<file path="src/abag_pkg.sv">
// Shared types, widths and helpers for the affine background address generator.
`default_nettype none
package abag_pkg;

  localparam int unsigned LINE_W   = 8;
  localparam int unsigned COL_W    = 8;
  localparam int unsigned IN_W     = LINE_W + COL_W;
  localparam int unsigned MAP_W    = 14;
  localparam int unsigned TEXEL_W  = 6;
  localparam int unsigned OUT_W    = MAP_W + TEXEL_W + 4;
  localparam int unsigned MATRIX_W = 16;
  localparam int unsigned CENTER_W = 13;
  localparam int unsigned SCROLL_W = 26;
  localparam int unsigned MODE_W   = 9;
  localparam int unsigned CFG_W    = 26;
  localparam int unsigned CFG_IDX_W = 3;

  // Offset after the 13-bit wrap: 11-bit signed.
  localparam int unsigned OFS_W    = 11;
  // Matrix times wrapped offset, matrix times screen coordinate.
  localparam int unsigned PROD_OFS_W = MATRIX_W + OFS_W;
  localparam int unsigned PROD_SCR_W = MATRIX_W + 9;
  // Position sum with 8 fraction bits, and its integer part.
  localparam int unsigned SUM_W    = 29;
  localparam int unsigned POS_W    = SUM_W - 8;

  // Remainder of the mosaic restoring division (divisor 1..16).
  localparam int unsigned REM_W    = 4;
  localparam int unsigned DIV_W    = 5;

  // Screen and map geometry.
  localparam logic [LINE_W-1:0] SCREEN_LAST = 8'd255;

  // Mode control bit positions.
  localparam int unsigned MODE_HFLIP  = 0;
  localparam int unsigned MODE_VFLIP  = 1;
  localparam int unsigned MODE_RPT_LO = 2;
  localparam int unsigned MODE_MOSAIC = 4;
  localparam int unsigned MODE_SIZE_LO = 5;

  typedef enum logic [1:0] {
    RPT_WRAP0       = 2'd0,
    RPT_WRAP1       = 2'd1,
    RPT_TRANSPARENT = 2'd2,
    RPT_TILE_ZERO   = 2'd3
  } repeat_mode_t;

  typedef enum logic [CFG_IDX_W-1:0] {
    REG_MATRIX_A  = 3'd0,
    REG_MATRIX_B  = 3'd1,
    REG_MATRIX_C  = 3'd2,
    REG_MATRIX_D  = 3'd3,
    REG_CENTER_H  = 3'd4,
    REG_CENTER_V  = 3'd5,
    REG_SCROLL    = 3'd6,
    REG_MODE      = 3'd7
  } cfg_reg_t;

  // One restoring step of remainder: shift in a dividend bit, subtract if it fits.
  function automatic logic [REM_W-1:0] mod_step(input logic [REM_W-1:0] rem,
                                                input logic            bit_in,
                                                input logic [DIV_W-1:0] divisor);
    logic [DIV_W-1:0] t;
    t = {rem, bit_in};
    if (t >= divisor) begin
      t = t - divisor;
    end
    return t[REM_W-1:0];
  endfunction

endpackage
`default_nettype wire

</file>
<file path="src/affine_background_address_generator_core.sv">
// Top level: pipelined affine (rotate/scale) background address generator.
`default_nettype none
// One screen pixel per beat enters on the s_ side (line and column) and one
// address beat leaves on the m_ side: tile-map word address, texel index in the
// 8x8 character, out-of-bounds flag, repeat-mode flags and the mosaic sample
// flag. The block takes a new pixel every clock while the output is not stalled;
// an accepted beat passes through every register stage on its way to m_tvalid. The five
// register stages are: the high half of the mosaic remainders with the wrapped
// offsets, the low half (a four-step restoring division each) with the flips
// and the matrix-times-offset products, the matrix-times-screen products, the
// position sum, and the output register.
// Back pressure on m_tready holds every stage at once, so nothing is lost or
// repeated. Configuration writes (cfg_we, cfg_index, cfg_data) take effect at
// the next edge and are to be made only with the pipeline empty.
module affine_background_address_generator_core (
  input  wire logic                           clk,
  input  wire logic                           rst,
  // config write port
  input  wire logic                           cfg_we,
  input  wire logic [abag_pkg::CFG_IDX_W-1:0] cfg_index,
  input  wire logic [abag_pkg::CFG_W-1:0]     cfg_data,
  // pixel input
  input  wire logic                           s_tvalid,
  output logic                                s_tready,
  input  wire logic [abag_pkg::IN_W-1:0]      s_tdata,   // [7:0] screen_line, [15:8] screen_column
  // address output
  output logic                                m_tvalid,
  input  wire logic                           m_tready,
  output logic [abag_pkg::OUT_W-1:0]          m_tdata    // [13:0] map_address, [19:14] texel_index,
                                                         // [20] out_of_bounds, [21] use_tile_zero,
                                                         // [22] force_transparent, [23] mosaic_sample
);

  // ---------------------------------------------------------------------------
  // Configuration registers
  // ---------------------------------------------------------------------------
  logic [abag_pkg::MATRIX_W-1:0] matrix_a;
  logic [abag_pkg::MATRIX_W-1:0] matrix_b;
  logic [abag_pkg::MATRIX_W-1:0] matrix_c;
  logic [abag_pkg::MATRIX_W-1:0] matrix_d;
  logic [abag_pkg::CENTER_W-1:0] center_horizontal;
  logic [abag_pkg::CENTER_W-1:0] center_vertical;
  logic [abag_pkg::SCROLL_W-1:0] scroll_offset;
  logic [abag_pkg::MODE_W-1:0]   mode_control;

  always_ff @(posedge clk) begin
    if (rst) begin
      matrix_a          <= '0;
      matrix_b          <= '0;
      matrix_c          <= '0;
      matrix_d          <= '0;
      center_horizontal <= '0;
      center_vertical   <= '0;
      scroll_offset     <= '0;
      mode_control      <= '0;
    end else if (cfg_we) begin
      unique case (abag_pkg::cfg_reg_t'(cfg_index))
        abag_pkg::REG_MATRIX_A: matrix_a          <= cfg_data[abag_pkg::MATRIX_W-1:0];
        abag_pkg::REG_MATRIX_B: matrix_b          <= cfg_data[abag_pkg::MATRIX_W-1:0];
        abag_pkg::REG_MATRIX_C: matrix_c          <= cfg_data[abag_pkg::MATRIX_W-1:0];
        abag_pkg::REG_MATRIX_D: matrix_d          <= cfg_data[abag_pkg::MATRIX_W-1:0];
        abag_pkg::REG_CENTER_H: center_horizontal <= cfg_data[abag_pkg::CENTER_W-1:0];
        abag_pkg::REG_CENTER_V: center_vertical   <= cfg_data[abag_pkg::CENTER_W-1:0];
        abag_pkg::REG_SCROLL:   scroll_offset     <= cfg_data[abag_pkg::SCROLL_W-1:0];
        abag_pkg::REG_MODE:     mode_control      <= cfg_data[abag_pkg::MODE_W-1:0];
      endcase
    end
  end

  // Decoded mode fields.
  logic                        hflip;
  logic                        vflip;
  logic                        mosaic_en;
  logic [1:0]                  repeat_mode;
  logic [abag_pkg::DIV_W-1:0]  mosaic_div;

  assign hflip       = mode_control[abag_pkg::MODE_HFLIP];
  assign vflip       = mode_control[abag_pkg::MODE_VFLIP];
  assign mosaic_en   = mode_control[abag_pkg::MODE_MOSAIC];
  assign repeat_mode = mode_control[abag_pkg::MODE_RPT_LO +: 2];
  // mosaic size field holds size minus one
  assign mosaic_div  = {1'b0, mode_control[abag_pkg::MODE_SIZE_LO +: 4]} + 5'd1;

  // ---------------------------------------------------------------------------
  // Pipeline enable: every stage advances together unless the output is stuck.
  // ---------------------------------------------------------------------------
  logic ce;
  assign ce       = !m_tvalid || m_tready;
  assign s_tready = ce;

  // ---------------------------------------------------------------------------
  // Stage 1: high half of the mosaic remainders, wrapped offsets
  // ---------------------------------------------------------------------------
  logic                               v1;
  logic [abag_pkg::LINE_W-1:0]        s1_line;
  logic [abag_pkg::COL_W-1:0]         s1_col;
  logic [abag_pkg::REM_W-1:0]         s1_lrem;
  logic [abag_pkg::REM_W-1:0]         s1_crem;
  logic signed [abag_pkg::OFS_W-1:0]  s1_dh;
  logic signed [abag_pkg::OFS_W-1:0]  s1_dv;

  logic [abag_pkg::LINE_W-1:0]        in_line;
  logic [abag_pkg::COL_W-1:0]         in_col;
  logic [abag_pkg::REM_W-1:0]         lrem_hi;
  logic [abag_pkg::REM_W-1:0]         crem_hi;
  logic signed [13:0]                 diff_h;
  logic signed [13:0]                 diff_v;

  assign in_line = s_tdata[abag_pkg::LINE_W-1:0];
  assign in_col  = s_tdata[abag_pkg::IN_W-1:abag_pkg::LINE_W];

  always_comb begin
    lrem_hi = '0;
    crem_hi = '0;
    for (int i = 7; i >= 4; i--) begin
      lrem_hi = abag_pkg::mod_step(lrem_hi, in_line[i], mosaic_div);
      crem_hi = abag_pkg::mod_step(crem_hi, in_col[i], mosaic_div);
    end
  end

  // scroll minus center, then keep bit 13 as sign over the low ten bits
  assign diff_h = $signed({scroll_offset[12], scroll_offset[12:0]})
                - $signed({center_horizontal[12], center_horizontal});
  assign diff_v = $signed({scroll_offset[25], scroll_offset[25:13]})
                - $signed({center_vertical[12], center_vertical});

  always_ff @(posedge clk) begin
    if (rst) begin
      v1 <= 1'b0;
    end else if (ce) begin
      v1 <= s_tvalid;
    end
  end

  always_ff @(posedge clk) begin
    if (ce) begin
      s1_line <= in_line;
      s1_col  <= in_col;
      s1_lrem <= lrem_hi;
      s1_crem <= crem_hi;
      s1_dh   <= $signed({diff_h[13], diff_h[9:0]});
      s1_dv   <= $signed({diff_v[13], diff_v[9:0]});
    end
  end

  // ---------------------------------------------------------------------------
  // Stage 2: finish remainders, mosaic and flips, matrix times offsets
  // ---------------------------------------------------------------------------
  logic                                    v2;
  logic [abag_pkg::LINE_W-1:0]             s2_y;
  logic [abag_pkg::COL_W-1:0]              s2_x;
  logic                                    s2_sample;
  logic signed [abag_pkg::PROD_OFS_W-1:0]  s2_pah;
  logic signed [abag_pkg::PROD_OFS_W-1:0]  s2_pbv;
  logic signed [abag_pkg::PROD_OFS_W-1:0]  s2_pch;
  logic signed [abag_pkg::PROD_OFS_W-1:0]  s2_pdv;

  logic [abag_pkg::REM_W-1:0]              lrem;
  logic [abag_pkg::REM_W-1:0]              crem;
  logic [abag_pkg::LINE_W-1:0]             mos_line;
  logic signed [abag_pkg::PROD_OFS_W-1:0]  p_ah;
  logic signed [abag_pkg::PROD_OFS_W-1:0]  p_bv;
  logic signed [abag_pkg::PROD_OFS_W-1:0]  p_ch;
  logic signed [abag_pkg::PROD_OFS_W-1:0]  p_dv;

  always_comb begin
    lrem = s1_lrem;
    crem = s1_crem;
    for (int i = 3; i >= 0; i--) begin
      lrem = abag_pkg::mod_step(lrem, s1_line[i], mosaic_div);
      crem = abag_pkg::mod_step(crem, s1_col[i], mosaic_div);
    end
  end

  // round the line down to a multiple of the mosaic size
  assign mos_line = mosaic_en ? (s1_line - {4'd0, lrem}) : s1_line;

  assign p_ah = $signed(matrix_a) * s1_dh;
  assign p_bv = $signed(matrix_b) * s1_dv;
  assign p_ch = $signed(matrix_c) * s1_dh;
  assign p_dv = $signed(matrix_d) * s1_dv;

  always_ff @(posedge clk) begin
    if (rst) begin
      v2 <= 1'b0;
    end else if (ce) begin
      v2 <= v1;
    end
  end

  always_ff @(posedge clk) begin
    if (ce) begin
      s2_y      <= vflip ? (abag_pkg::SCREEN_LAST - mos_line) : mos_line;
      s2_x      <= hflip ? (abag_pkg::SCREEN_LAST - s1_col) : s1_col;
      s2_sample <= !mosaic_en || (crem == '0);
      // drop the low six bits of each partial product (floor to 64)
      s2_pah    <= {p_ah[abag_pkg::PROD_OFS_W-1:6], 6'd0};
      s2_pbv    <= {p_bv[abag_pkg::PROD_OFS_W-1:6], 6'd0};
      s2_pch    <= {p_ch[abag_pkg::PROD_OFS_W-1:6], 6'd0};
      s2_pdv    <= {p_dv[abag_pkg::PROD_OFS_W-1:6], 6'd0};
    end
  end

  // ---------------------------------------------------------------------------
  // Stage 3: matrix times screen coordinates, offset terms summed
  // ---------------------------------------------------------------------------
  logic                                      v3;
  logic                                      s3_sample;
  logic signed [abag_pkg::PROD_SCR_W-1:0]    s3_ax;
  logic signed [abag_pkg::PROD_SCR_W-1:0]    s3_cx;
  logic signed [abag_pkg::PROD_SCR_W-1:0]    s3_by;
  logic signed [abag_pkg::PROD_SCR_W-1:0]    s3_dy;
  logic signed [abag_pkg::PROD_OFS_W:0]      s3_kx;
  logic signed [abag_pkg::PROD_OFS_W:0]      s3_ky;

  logic signed [abag_pkg::PROD_SCR_W-1:0]    p_ax;
  logic signed [abag_pkg::PROD_SCR_W-1:0]    p_cx;
  logic signed [abag_pkg::PROD_SCR_W-1:0]    p_by;
  logic signed [abag_pkg::PROD_SCR_W-1:0]    p_dy;

  assign p_ax = $signed(matrix_a) * $signed({1'b0, s2_x});
  assign p_cx = $signed(matrix_c) * $signed({1'b0, s2_x});
  assign p_by = $signed(matrix_b) * $signed({1'b0, s2_y});
  assign p_dy = $signed(matrix_d) * $signed({1'b0, s2_y});

  always_ff @(posedge clk) begin
    if (rst) begin
      v3 <= 1'b0;
    end else if (ce) begin
      v3 <= v2;
    end
  end

  always_ff @(posedge clk) begin
    if (ce) begin
      s3_sample <= s2_sample;
      s3_ax     <= p_ax;
      s3_cx     <= p_cx;
      s3_by     <= {p_by[abag_pkg::PROD_SCR_W-1:6], 6'd0};
      s3_dy     <= {p_dy[abag_pkg::PROD_SCR_W-1:6], 6'd0};
      s3_kx     <= (abag_pkg::PROD_OFS_W+1)'(s2_pah) + (abag_pkg::PROD_OFS_W+1)'(s2_pbv);
      s3_ky     <= (abag_pkg::PROD_OFS_W+1)'(s2_pch) + (abag_pkg::PROD_OFS_W+1)'(s2_pdv);
    end
  end

  // ---------------------------------------------------------------------------
  // Stage 4: position sums, integer part kept (floor by 256)
  // ---------------------------------------------------------------------------
  logic                                 v4;
  logic                                 s4_sample;
  logic signed [abag_pkg::POS_W-1:0]    s4_px;
  logic signed [abag_pkg::POS_W-1:0]    s4_py;

  logic signed [abag_pkg::SUM_W-1:0]    sum_x;
  logic signed [abag_pkg::SUM_W-1:0]    sum_y;
  logic signed [20:0]                   hc_scaled;
  logic signed [20:0]                   vc_scaled;

  assign hc_scaled = $signed({center_horizontal, 8'd0});
  assign vc_scaled = $signed({center_vertical, 8'd0});

  assign sum_x = abag_pkg::SUM_W'(s3_kx) + abag_pkg::SUM_W'(s3_by)
               + abag_pkg::SUM_W'(hc_scaled) + abag_pkg::SUM_W'(s3_ax);
  assign sum_y = abag_pkg::SUM_W'(s3_ky) + abag_pkg::SUM_W'(s3_dy)
               + abag_pkg::SUM_W'(vc_scaled) + abag_pkg::SUM_W'(s3_cx);

  always_ff @(posedge clk) begin
    if (rst) begin
      v4 <= 1'b0;
    end else if (ce) begin
      v4 <= v3;
    end
  end

  always_ff @(posedge clk) begin
    if (ce) begin
      s4_sample <= s3_sample;
      s4_px     <= sum_x[abag_pkg::SUM_W-1:8];
      s4_py     <= sum_y[abag_pkg::SUM_W-1:8];
    end
  end

  // ---------------------------------------------------------------------------
  // Stage 5: address split and flags into the output register
  // ---------------------------------------------------------------------------
  logic [abag_pkg::MAP_W-1:0]   map_address;
  logic [abag_pkg::TEXEL_W-1:0] texel_index;
  logic                         out_of_bounds;
  logic                         use_tile_zero;
  logic                         force_transparent;

  // wrapped address still given when out of the 1024x1024 field
  assign map_address       = {s4_py[9:3], s4_px[9:3]};
  assign texel_index       = {s4_py[2:0], s4_px[2:0]};
  assign out_of_bounds     = (s4_px[abag_pkg::POS_W-1:10] != '0)
                          || (s4_py[abag_pkg::POS_W-1:10] != '0);
  assign use_tile_zero     = out_of_bounds && (repeat_mode == abag_pkg::RPT_TILE_ZERO);
  assign force_transparent = out_of_bounds && (repeat_mode == abag_pkg::RPT_TRANSPARENT);

  always_ff @(posedge clk) begin
    if (rst) begin
      m_tvalid <= 1'b0;
    end else if (ce) begin
      m_tvalid <= v4;
    end
  end

  always_ff @(posedge clk) begin
    if (ce) begin
      m_tdata <= {s4_sample, force_transparent, use_tile_zero, out_of_bounds,
                  texel_index, map_address};
    end
  end

  // ---------------------------------------------------------------------------
  // Assertions
  // ---------------------------------------------------------------------------
  // input stalls only when a finished beat is held at the output
  assert property (@(posedge clk) disable iff (rst)
    !s_tready |-> (m_tvalid && !m_tready))
    else $error("input stalled without output back pressure");

  // an accepted pixel always lands in the first stage
  assert property (@(posedge clk) disable iff (rst)
    (s_tvalid && s_tready) |=> v1)
    else $error("accepted pixel lost at stage 1");

  // a held stage keeps its valid bit
  assert property (@(posedge clk) disable iff (rst)
    (v4 && !ce) |=> v4)
    else $error("stage 4 beat dropped while stalled");

  // with mosaic off every column samples
  assert property (@(posedge clk) disable iff (rst)
    (m_tvalid && !mosaic_en) |-> m_tdata[23])
    else $error("mosaic sample cleared with mosaic disabled");

  // repeat flags are exclusive
  assert property (@(posedge clk) disable iff (rst)
    m_tvalid |-> !(m_tdata[21] && m_tdata[22]))
    else $error("both repeat flags set");

endmodule
`default_nettype wire

</file>
<file path="config.mk">
export PLATFORM = sky130hd
export DESIGN_NAME = affine_background_address_generator_core
export DESIGN_NICKNAME = d
export VERILOG_FILES = /design/src/abag_pkg.sv /design/src/affine_background_address_generator_core.sv
export SDC_FILE = /design/constraint.sdc
export NUM_CORES = 2
export LEC_CHECK = 0
export ABC_AREA = 1
export BUFFER_PORTS_ARGS = -buffer_cell sky130_fd_sc_hd__buf_2
export CAP_MARGIN = 30
export CORE_MARGIN = 2
export CORE_UTILIZATION = 55
export DETAILED_ROUTE_END_ITERATION = 8
export PLACE_DENSITY = 0.81
export SLEW_MARGIN = 5
export SYNTH_ARGS = -nofsm -noshare
export SYNTH_HDL_FRONTEND = slang
export SYNTH_SLANG_ARGS = --single-unit
</file>
<file path="constraint.sdc">
create_clock -name clk -period 8.3 [get_ports clk]
set_input_delay 0.83 -clock clk [delete_from_list [all_inputs] [get_ports clk]]
set_output_delay 0.83 -clock clk [all_outputs]
set_load 0.03 [all_outputs]
</file>
==> results by stage <==
Run status:
- The run finished with clean final reports.

Power:
- The power per unit of standard cell area is 229 nW/um^2.
- The leakage power total is 38.2 nW.
- IR analysis of the VDD net gives a maximum drop of 0.460 mV.

Timing:
- The final worst hold slack is 366 ps.
- The transition time of the tightest slew-check pin is 1080 ps.
- The worst path needs 7500 ps of the cycle, external delays included.
- Setup violations remaining at the end of the flow were counted as 0.
- The share of the clock period used by the worst path after layout is 90.4%.
- Setup repair after global routing left no endpoint under its margin.
- The final total negative setup slack is 0 ps.
- Clock skew on the completed layout was measured at 43.6 ps.
- The number of hold-slack violations in the final timing report came to 0.
- Static timing analysis puts the maximum clock frequency at 0.133 GHz.
- The worst relative slew slack is 27.9%.
- The count of final max-slew check failures is 0.

Clocking:
- The TritonCTS clock tree is yes.
- The clock passes through at most 3 buffers.
- The clock-pin transition on the worst setup and hold timing paths is 60 ps.
- The number of buffers inserted by post-CTS setup repair is 0.
- The maximum level of the CTS H-tree is 2.
- The post-CTS resize count is 0.
- The latest clock arrival within the worst-skew pair is 660 ps.
- The clock sink count is 465.
- Clock tree synthesis inserted a total of 52 buffers.
- Hold repair after CTS inserted 0 buffers.
- The clock root buffer master is clkbuf_16.

Layout:
- The area used by multi-input combinational logic is 45,200 um^2.
- Cells with a size suffix above 1 make up 4.81% of the layout.
- The register area is 12,700 um^2.
- The area added between synthesis and finish is 5.56%.
- Fill cells in the final layout number 9,821.
- Once layout is complete, the utilization of the core stands at 58.6%.
- The final layout contains 9,259 nets.

Logic synthesis:
- The unique cell type count in the Yosys netlist is 56.
- The number of standard cells after synthesis is 7,582.
- In the post-synthesis netlist, the biggest area contributors are fa_1, edfxtp_1, inv_1, ha_1, nand2_1.
- During synthesis, Yosys emitted a total of 0 warnings.
- Sorting the synthesized cells by how often they occur yields inv_1, nand2_1, fa_1.
- Sequential cells were found to cover 19.0% of the synthesized design area.
- The net count after synthesis is 9,355.
- The synthesized design contains 335 enable-type register cells.
- The synthesized cell area is 66,700 um^2.
- In the post-synthesis netlist, the cell with the most instances is inv_1.
- The synthesized design spends more area on one cell type than any other, namely fa_1.
- A synthesized cell averages 8.80 um^2.
- The share of the synthesized area in the top cell type is 34.2%.
- The dominant register cell in the synthesized netlist is edfxtp_1.
- The synthesized design contains 465 register bits.
- The share of synthesized registers carrying an async set or reset is 0%.

Worst setup path:
- The largest fanout on the critical path is 22.
- The critical path data required time is 8690 ps.
- The setup path with the least slack is of type reg -> reg.
- In this run the register-to-register setup slack is 800 ps.
- The cell with the largest stage delay on the worst path is dfxtp_1.
- The type of element launching the critical path is a register.
- The element type at the critical path end is a register.
- In this design, the stage delay of the slowest critical-path cell is 400 ps.
- The arrival time reported for the critical path endpoint is 7890 ps.

Min path:
- In this run the worst hold path is classified as in -> reg.

GRT:
- The met1 track utilization from global routing is 32.3%.
- In this run the most used layer during global routing was met2.
- The number of global-route vias before repair is 52,700.
- The total routing usage reported by global routing is 26.6%.
- Summed over all layers, the global routing overflow is 0.
- The first-pass GRT wire length is 264,000 um.
- The number of antenna violations at the first check in global routing is 12.
- The maximum number of pins on one net before global-route repair is 182.
- For this run, global-route usage on met3 was measured as 4.35%.
- Global routing consumed, on the met2 layer, 44.8% of the routing resources.

Drt:
- The number of violations reported at the end of detailed-routing iteration 0 is 4,164.
- The average wire per cell in the routed design is 17.6 um.
- The total wire length is 161,000 um.
- The number of nets still failing antenna checks after routing is 0.
- Dividing the detail-routed via count by the number of cells gives 5.35.
- The iteration count of the initial detailed-routing pass is 6.
- In the routed design, unresolved DRC markers number 0.
- The routed layout has 49,000 vias.

Place:
- During placement, the flow inserted port buffers numbering 75.
- The congestion estimate from routability-driven global placement came to 0.917.
- Detailed placement ended at an HPWL of 124,000 um.

Die:
- The initial cell density of the core is 55.5%.
- The region available for standard cell placement spans 120,000 um^2.
- The number of primary I/O pins is 76.
- The width of the die is 352 um.
- The initialized floorplan defines 127 standard-cell rows.
- The area of the die is 124,000 um^2.
- In this run the vertical extent of the chip is 352 um.

Run:
- The tool flagged a number of max-cap violations equal to 0.
## cell type report
type                    instances  share of cell area [%]
multi-input cells            4743                    64.1
well taps                    1612                    2.86
clock buffers                  64                    1.94
clock inverters                33                   0.668
repair buffers                137                    1.30
inverters                    2087                    11.1
flip-flops and latches        465                    18.0
diodes                          6                  0.0213
## sequential cells by signal, indices dropped and copies added, names as in the netlist, 19 cells and up
signal and count:
s3_cx 19, s2_pdv 21, s3_ky 22, m_tdata 24, s3_dy 19, s3_by 19, s2_pbv 21, s4_py 21
s3_ax 19, s3_kx 22, s2_pah 21, scroll_offset 26, s4_px 21, s2_pch 21
## through the flow
step	total power (W)	std cells	worst slack [ps]	area [um^2]
2_1_floorplan	0.0110	7582	861	66700
3_3_place_gp	0.0130	9040	711	68500
3_5_place_dp	0.0134	9043	598	68600
4_1_cts	0.0160	9140	556	70400
5_1_grt	0.0175	9142	59.5	70400
6_report	0.0161	9147	799	70400
## final timing paths
kind,endpoint,from,cells after the start
max,s2_y[7],mode_control[6],45
min,s1_line[1],s_tdata[1],1
max reg2reg,s2_y[7],mode_control[6],45
min reg2reg,m_tdata[5],s4_px[8],0
## worst max-delay path, delay by kind of cell (launching register included)
family | cells | cell delay [ps]
adders and majority gates | 5 | 1370
and+or+nand+nor | 22 | 2610
xor gates and xnor gates | 1 | 150
AOI/OAI and AO/OA | 12 | 2270
DFF | 1 | 400
buffers and inverters | 5 | 450
## report_power, final
group | internal (W) | switching (W) | leakage, nW | total, W
clock network | 0.00149 | 0.00105 | 0.865 | 0.00254
registers | 0.00350 | 0.000563 | 4.76 | 0.00406
logic | 0.00365 | 0.00586 | 32.5 | 0.00950
total | 0.00863 | 0.00747 | 38.2 | 0.0161
## cells in the final DEF (no fill, tap or decap), types with 17 or more instances in the layout
master	count
dfxtp_1	130
xnor2_1	121
or2_2	57
nand4_1	33
nand2_2	31
edfxtp_1	335
a21o_1	35
a21oi_1	339
buf_2	74
nor2_1	134
buf_4	58
fa_1	1141
ha_1	582
xor2_1	231
inv_1	2070
o21bai_1	35
clkbuf_16	53
nand2_1	1654
a211oi_1	59
o21ai_0	84
nand3_1	83
nor3_1	17
## layer usage
| metal | part of all wire [%] | wire length (um) | vias to the layer above |
|---|---|---|---|
| li1 | - | - | 22200 |
| met1 | 37 | 58700 | 24100 |
| met2 | 48 | 76900 | 2152 |
| met3 | 9.1 | 14600 | 540 |
| met4 | 6.6 | 10600 | 6 |
| met5 | 0.022 | 36 | - |
## cells by family after synthesis
logic type | Yosys count | synth area share, %
simple gates | 2052 | 12.5
fa+ha+maj | 1723 | 45.1
xor+xnor | 354 | 4.67
compound gates | 614 | 5.32
buf+inv | 2374 | 13.4
flops | 465 | 19.0
(Power assumes the default switching activity.)
